File: config.mk
export PLATFORM = sky130hd
export DESIGN_NAME = traffic_light_mode_controller_core
export DESIGN_NICKNAME = d
export VERILOG_FILES = /design/src/tlmc_pkg.sv /design/src/tlmc_engine.sv /design/src/traffic_light_mode_controller_core.sv
export SDC_FILE = /design/constraint.sdc
export NUM_CORES = 1
export LEC_CHECK = 0
export CAP_MARGIN = 0
export CORE_MARGIN = 2
export CORE_UTILIZATION = 38
export CTS_CLUSTER_DIAMETER = 120
export DETAILED_ROUTE_END_ITERATION = 7
export DONT_BUFFER_PORTS = 1
export PLACE_DENSITY = 0.56
export SKIP_CTS_REPAIR_TIMING = 1
export SLEW_MARGIN = 40
export SYNTH_ARGS = -nofsm -noshare
export SYNTH_HDL_FRONTEND = slang
export SYNTH_SLANG_ARGS = --single-unit
File: constraint.sdc
create_clock -name clk_i -period 3.6 [get_ports clk_i]
set_input_delay 0.18 -clock clk_i [delete_from_list [all_inputs] [get_ports clk_i]]
set_output_delay 0.18 -clock clk_i [all_outputs]
set_load 0.005 [all_outputs]
File: src/tlmc_pkg.sv
package tlmc_pkg;

  localparam int unsigned CountWidthDef = 16;
  localparam int unsigned CfgWidth      = 16;
  localparam int unsigned CfgIdxWidth   = 2;

  localparam logic [CfgWidth-1:0] RedTicksRst    = 16'd4000;
  localparam logic [CfgWidth-1:0] YellowTicksRst = 16'd2400;
  localparam logic [CfgWidth-1:0] GreenTicksRst  = 16'd8000;
  localparam logic [CfgWidth-1:0] BlinkTicksRst  = 16'd800;

  // register indexes
  localparam logic [CfgIdxWidth-1:0] REG_RED    = 2'd0;
  localparam logic [CfgIdxWidth-1:0] REG_YELLOW = 2'd1;
  localparam logic [CfgIdxWidth-1:0] REG_GREEN  = 2'd2;
  localparam logic [CfgIdxWidth-1:0] REG_BLINK  = 2'd3;

  // item kinds
  localparam logic [1:0] KIND_TICK = 2'd0;
  localparam logic [1:0] KIND_RX   = 2'd1;
  localparam logic [1:0] KIND_BTN  = 2'd2;

  // modes
  localparam logic [1:0] MODE_RED   = 2'd1;
  localparam logic [1:0] MODE_BLINK = 2'd2;
  localparam logic [1:0] MODE_CYCLE = 2'd3;

  // phases
  localparam logic [1:0] PH_RED    = 2'd0;
  localparam logic [1:0] PH_YELLOW = 2'd1;
  localparam logic [1:0] PH_GREEN  = 2'd2;
  localparam logic [1:0] PH_LIT    = 2'd0;
  localparam logic [1:0] PH_DARK   = 2'd1;

  localparam logic [1:0] BTN_NONE = 2'd3;

  // ascii codes
  localparam logic [7:0] CH_LOCAL   = 8'h41; // A
  localparam logic [7:0] CH_REMOTE  = 8'h55; // U
  localparam logic [7:0] CH_ACK_LOC = 8'h45; // E
  localparam logic [7:0] CH_ACK_REM = 8'h44; // D
  localparam logic [7:0] CH_DIG_LO  = 8'h31; // 1
  localparam logic [7:0] CH_DIG_HI  = 8'h33; // 3
  localparam logic [7:0] CH_ACK_RED = 8'h21; // !
  localparam logic [7:0] CH_ACK_BLK = 8'h40; // @
  localparam logic [7:0] CH_ACK_CYC = 8'h23; // #

  typedef struct packed {
    logic [1:0] kind;
    logic [7:0] rx_byte;
    logic [1:0] button_index;
  } tlmc_item_t;

  typedef struct packed {
    logic       lamp_red;
    logic       lamp_yellow;
    logic       lamp_green;
    logic       tx_valid;
    logic [7:0] tx_byte;
  } tlmc_result_t;

  function automatic logic [7:0] mode_reply(input logic [1:0] mode);
    logic [7:0] r;
    case (mode)
      MODE_RED:   r = CH_ACK_RED;
      MODE_BLINK: r = CH_ACK_BLK;
      MODE_CYCLE: r = CH_ACK_CYC;
      default:    r = 8'h00;
    endcase
    return r;
  endfunction

endpackage

File: src/tlmc_engine.sv
module tlmc_engine
  import tlmc_pkg::*;
#(
  parameter int unsigned COUNT_WIDTH = CountWidthDef
) (
  input  logic                   clk_i,
  input  logic                   rst_ni,
  input  logic                   cfg_we_i,
  input  logic [CfgIdxWidth-1:0] cfg_idx_i,
  input  logic [CfgWidth-1:0]    cfg_data_i,
  input  logic                   fire_i,
  input  tlmc_item_t             item_i,
  output tlmc_result_t           result_o
);

  localparam int unsigned CmpWidth =
      ((COUNT_WIDTH > CfgWidth) ? COUNT_WIDTH : CfgWidth) + 1;

  logic [CfgWidth-1:0] red_ticks_q, yellow_ticks_q, green_ticks_q, blink_ticks_q;
  logic [1:0] mode_q, mode_d;
  logic       local_q, local_d;
  logic [1:0] phase_q, phase_d;
  logic [COUNT_WIDTH-1:0] cnt_q, cnt_d;

  logic [CmpWidth-1:0] cnt_nxt, len_ext, cmax_ext;
  logic [CfgWidth-1:0] len;
  logic       req_valid;
  logic [1:0] req_mode;
  logic       tx_valid;
  logic [7:0] tx_byte;

  always_ff @(posedge clk_i or negedge rst_ni) begin
    if (!rst_ni) begin
      red_ticks_q    <= RedTicksRst;
      yellow_ticks_q <= YellowTicksRst;
      green_ticks_q  <= GreenTicksRst;
      blink_ticks_q  <= BlinkTicksRst;
    end else if (cfg_we_i) begin
      case (cfg_idx_i)
        REG_RED:    red_ticks_q    <= cfg_data_i;
        REG_YELLOW: yellow_ticks_q <= cfg_data_i;
        REG_GREEN:  green_ticks_q  <= cfg_data_i;
        REG_BLINK:  blink_ticks_q  <= cfg_data_i;
        default: ;
      endcase
    end
  end

  always_comb begin
    if (mode_q == MODE_BLINK) begin
      len = blink_ticks_q;
    end else begin
      case (phase_q)
        PH_RED:    len = red_ticks_q;
        PH_YELLOW: len = yellow_ticks_q;
        default:   len = green_ticks_q;
      endcase
    end
  end

  assign cnt_nxt  = CmpWidth'(cnt_q) + CmpWidth'(1);
  assign len_ext  = CmpWidth'(len);
  assign cmax_ext = CmpWidth'({COUNT_WIDTH{1'b1}});

  always_comb begin
    mode_d    = mode_q;
    local_d   = local_q;
    phase_d   = phase_q;
    cnt_d     = cnt_q;
    req_valid = 1'b0;
    req_mode  = mode_q;
    tx_valid  = 1'b0;
    tx_byte   = 8'h00;
    case (item_i.kind)
      KIND_TICK: begin
        if (mode_q == MODE_BLINK || mode_q == MODE_CYCLE) begin
          if (cnt_nxt >= len_ext || cnt_nxt >= cmax_ext) begin
            cnt_d = '0;
            if (mode_q == MODE_BLINK) begin
              phase_d = phase_q ^ PH_DARK;
            end else begin
              phase_d = (phase_q >= PH_GREEN) ? PH_RED : phase_q + 2'd1;
            end
          end else begin
            cnt_d = cnt_nxt[COUNT_WIDTH-1:0];
          end
        end
      end
      KIND_RX: begin
        if (item_i.rx_byte == CH_LOCAL) begin
          local_d  = 1'b1;
          tx_valid = 1'b1;
          tx_byte  = CH_ACK_LOC;
        end else if (item_i.rx_byte == CH_REMOTE) begin
          local_d  = 1'b0;
          tx_valid = 1'b1;
          tx_byte  = CH_ACK_REM;
        end else if (!local_q && item_i.rx_byte inside {[CH_DIG_LO:CH_DIG_HI]}) begin
          // low bits of '1'..'3' are the mode code
          req_valid = 1'b1;
          req_mode  = item_i.rx_byte[1:0];
        end
      end
      KIND_BTN: begin
        if (local_q && item_i.button_index != BTN_NONE) begin
          req_valid = 1'b1;
          req_mode  = item_i.button_index + 2'd1;
        end
      end
      default: ;
    endcase
    if (req_valid && req_mode != mode_q) begin
      mode_d   = req_mode;
      phase_d  = PH_RED;
      cnt_d    = '0;
      tx_valid = 1'b1;
      tx_byte  = mode_reply(req_mode);
    end
  end

  always_ff @(posedge clk_i or negedge rst_ni) begin
    if (!rst_ni) begin
      mode_q  <= MODE_CYCLE;
      local_q <= 1'b1;
      phase_q <= PH_RED;
      cnt_q   <= '0;
    end else if (fire_i) begin
      mode_q  <= mode_d;
      local_q <= local_d;
      phase_q <= phase_d;
      cnt_q   <= cnt_d;
    end
  end

  always_comb begin
    result_o          = '0;
    result_o.tx_valid = tx_valid;
    result_o.tx_byte  = tx_byte;
    case (mode_d)
      MODE_RED: begin
        result_o.lamp_red = 1'b1;
      end
      MODE_BLINK: begin
        result_o.lamp_yellow = (phase_d == PH_LIT);
      end
      MODE_CYCLE: begin
        result_o.lamp_red    = (phase_d == PH_RED);
        result_o.lamp_yellow = (phase_d == PH_YELLOW);
        result_o.lamp_green  = (phase_d == PH_GREEN);
      end
      default: ;
    endcase
  end

endmodule

File: src/traffic_light_mode_controller_core.sv
// Traffic light mode controller: one input item (tick, received byte or
// button press) yields exactly one result item with the lamp drive after
// that item and an optional reply byte. Items flow through an input
// register and a result register, so the block takes one item per clock
// cycle unless m_axis_tready stalls the result register; the engine state
// updates as each result is captured. The result register lets the next item
// be accepted while a finished result waits on m_axis_tready. The user must
// write phase lengths through the cfg port only while the block is idle; the
// block itself does not enforce this.
module traffic_light_mode_controller_core
  import tlmc_pkg::*;
#(
  parameter int unsigned COUNT_WIDTH = CountWidthDef
) (
  input  logic                   clk_i,
  input  logic                   rst_ni,
  input  logic                   cfg_we_i,
  input  logic [CfgIdxWidth-1:0] cfg_idx_i,
  input  logic [CfgWidth-1:0]    cfg_data_i,
  input  logic                   s_axis_tvalid,
  output logic                   s_axis_tready,
  input  logic [15:0]            s_axis_tdata,  // rx_byte, button_index, zero pad
  input  logic [1:0]             s_axis_tuser,  // kind
  output logic                   m_axis_tvalid,
  input  logic                   m_axis_tready,
  output logic [15:0]            m_axis_tdata,  // lamp_red, lamp_yellow, lamp_green,
                                                // tx_byte, zero pad
  output logic [0:0]             m_axis_tuser   // tx_valid
);

  logic         in_v_q;
  tlmc_item_t   item_q;
  logic         out_v_q;
  tlmc_result_t res_q, res_d;
  logic         adv;

  assign adv           = !out_v_q || m_axis_tready;
  assign s_axis_tready = !in_v_q || adv;

  always_ff @(posedge clk_i or negedge rst_ni) begin
    if (!rst_ni) begin
      in_v_q  <= 1'b0;
      out_v_q <= 1'b0;
    end else begin
      if (s_axis_tready) begin
        in_v_q <= s_axis_tvalid;
      end
      if (adv) begin
        out_v_q <= in_v_q;
      end
    end
  end

  always_ff @(posedge clk_i) begin
    if (s_axis_tvalid && s_axis_tready) begin
      item_q.kind         <= s_axis_tuser;
      item_q.rx_byte      <= s_axis_tdata[7:0];
      item_q.button_index <= s_axis_tdata[9:8];
    end
    if (adv && in_v_q) begin
      res_q <= res_d;
    end
  end

  tlmc_engine #(
    .COUNT_WIDTH(COUNT_WIDTH)
  ) u_engine (
    .clk_i     (clk_i),
    .rst_ni    (rst_ni),
    .cfg_we_i  (cfg_we_i),
    .cfg_idx_i (cfg_idx_i),
    .cfg_data_i(cfg_data_i),
    .fire_i    (adv && in_v_q),
    .item_i    (item_q),
    .result_o  (res_d)
  );

  assign m_axis_tvalid = out_v_q;
  assign m_axis_tdata  = {5'd0, res_q.tx_byte, res_q.lamp_green,
                          res_q.lamp_yellow, res_q.lamp_red};
  assign m_axis_tuser  = res_q.tx_valid;

endmodule
==> results.cfg <==
[worst_setup_path]
endpoint_kind = register
path_class = reg2reg
arrival_ns = 3.66
crit_fanout = 5
cp_data_required_time_ns = 3.77
start_kind = register

[floorplanning]
coreArea_mm2 = 0.01503
io_pins = 60
die_y_um = 127.3
die_area_mm2 = 0.01620
initial_core_util_pct = 38.42
num_rows = 45
dieWidth_um = 127.3

[clock_tree]
cts_root_buf = clkbuf_16
clock_sinks = 108
cts_tree = built
clock_latency_ns = 0.36
cts.htree.levels = 3
path_clk_slew_ns = 0.07
cts_buffers = 9
cts_buffer_depth = 2

[power]
vdd_drop_max_mv = 0.3530
powerDensity_mw_per_mm2 = 491.6
total_leakage_power_nw = 2.919

[placement]
portBuffers = 0
placedCellCount = 729
hpwl_um = 8154
preCtsSetupSlack_ns = -0.04786
finalWeightedCongestion = 0.8225

[synthesis]
syn_avg_cell_area_um2 = 10.88
synth_ff_type = dfrtp_1
ys_ff_latch = 108
ys_seq_area_share_pct = 49.09
synthArstFlopShare_pct = 80.56
netlist_area_mm2 = 0.005776
ys_warn_count = 0
synth_cell_types = 59
synth-edff-count = 21
syn_inst = 531

[sta]
fin_tns_setup_ns = 0
slew_headroom_pct = 46.09
clock_skew_ns = 0.007126
fin_crit_ns = 3.481
worstMarginPinSlew_ns = 0.8086
finalSetupViolCount = 0
fin_ws_ns = 0.1191
slew_viol_final = 0
fmax_mhz = 287.3
timing.final.crit_share_pct = 96.69
rsz0062_at_grt = true
finalHoldViolations = 0

[global_routing]
first_global_vias = 3945
grt_pass1_wl_um = 19460
antenna_found_initial = 0
grt_max_degree = 88
grt_remaining_overflow = 0
grtUsageTotal_pct = 15.17

[route]
wirelength_um = 12130
drtAntennaViolNets = 0
via_per_inst = 5.261
first_pass_iters = 4
dr_wl_met3_um = 329
wl_met2_um = 5731
wl_met1_um = 5905
vias = 4098
drc_errors = 0
drt_iter0_markers = 217
highest_layer = met4
routedWlPerCell_um = 15.57

[layout]
final_layout_size_suffix_gt1_share_pct = 28.43
most-common-layout-cells = mux2_2, dfrtp_1, nor2_1, nand2_1, a21oi_1
diodes = 0
syn_to_final_growth_pct = 20.71
fin_nets = 649
final_cells = 779
mostFrequentLayoutCell = mux2_2

[run]
drv_cap = 0

[min_path]
hp-class = in2reg

[outcome]
outcome = complete, no violations
cells in the mapped netlist, types with 6 or more instances:
cell	number	area share, %
ha_1	22	4.8
nand2b_1	15	1.6
nand3b_1	6	0.78
nor3_1	7	0.61
clkbuf_1	16	1.0
mux2_2	66	13
xnor2_1	8	1.2
nand2_1	46	3.0
dfstp_2	22	10
nand4_1	6	0.65
o21ai_0	22	1.9
buf_4	8	1.0
inv_1	17	1.1
edfxtp_1	21	11
mux2i_1	19	3.3
a21oi_1	41	3.6
dfrtp_1	65	28
nor2_1	48	3.1
through the flow:
stage	cell area (um2)	hold slack (ns)	util, %	power, mW
after floorplan	5817	-0.1156	-	2.132
after global placement	6172	-0.1125	41.06	2.323
after CTS	6499	-0.5024	43.23	3.371
after global routing	6972	0.04575	46.38	3.640
final	6972	0.03020	46.38	3.427
after detailed placement	6201	-0.1129	41.25	2.359
per-layer routing:
layer,vias up,track usage [%]
li1,2001,-
met3,13,4.020
met2,59,24.66
met5,-,0
met1,2025,19.78
met4,0,4.977
worst max-delay path, cell delays in order, from the launching register on:
cell	delay, ns
dfrtp_1	0.39
ha_2	0.22
nand3_2	0.13
or3_1	0.38
and2_1	0.20
inv_1	0.07
ha_1	0.23
a21oi_1	0.15
o21ai_0	0.12
a221oi_1	0.33
o221a_4	0.26
o21a_4	0.15
nor3_2	0.06
buf_4	0.14
mux2i_1	0.14
a2111oi_4	0.35
power by group:
| part | switching [mW] | leakage (nW) | internal [mW] |
|---|---|---|---|
| clock | 0.462 | 0.145 | 0.540 |
| sequential | 0.0999 | 1.24 | 1.47 |
| combinational | 0.451 | 1.54 | 0.408 |
| total | 1.01 | 2.92 | 2.41 |
sequential cells by signal (all words and copies together), names as in the netlist:
name and count:
in_v_q 1, item_q 12, m_axis_tdata 8, m_axis_tuser 1
m_axis_tvalid 1, u_engine.blink_ticks_q 16, u_engine.cnt_q 16, u_engine.green_ticks_q 16
u_engine.local_q 1, u_engine.mode_q 2, u_engine.phase_q 2, u_engine.red_ticks_q 16
u_engine.yellow_ticks_q 16
cell families (layout without fill, tap and decap cells):
kind of cell               count (synthesis)  count (layout)  synth area share (%)
and+or+nand+nor                          162             162                 14.21
DFF                                      108             108                 49.09
AOI/OAI and AO/OA                         97              97                 10.42
muxes                                     85              85                 16.16
buffers and inverters                     43              96                 3.315
adders and majority gates                 22              22                 4.766
xor gates and xnor gates                  13              13                 1.971
other                                      1               8               0.06493
layout make-up:
class / count / area [um2]
Sequential cell: 108 / 2838
Timing Repair Buffer: 63 / 613.1
Inverter: 17 / 63.81
Clock inverter: 3 / 25.02
Clock buffer: 13 / 272.8
Fill cell: 1356 / 8061
Multi-Input combinational cell: 387 / 2924
Tap cell: 188 / 235.2
worst paths after layout:
path	endpoint	start	slack, ns	depth (start not counted)
min reg2reg	m_axis_tvalid	in_v_q	0.50	1
max in group asynchronous	u_engine.mode_q[1]	rst_ni	2.82	2
max	m_axis_tdata[1]	u_engine.cnt_q[0]	0.12	15
min in group asynchronous	u_engine.yellow_ticks_q[9]	rst_ni	0.39	2
max reg2reg	m_axis_tdata[1]	u_engine.cnt_q[0]	0.12	15
min	m_axis_tvalid	m_axis_tready	0.03	2
No activity file was read; power rests on OpenSTA's default activity.
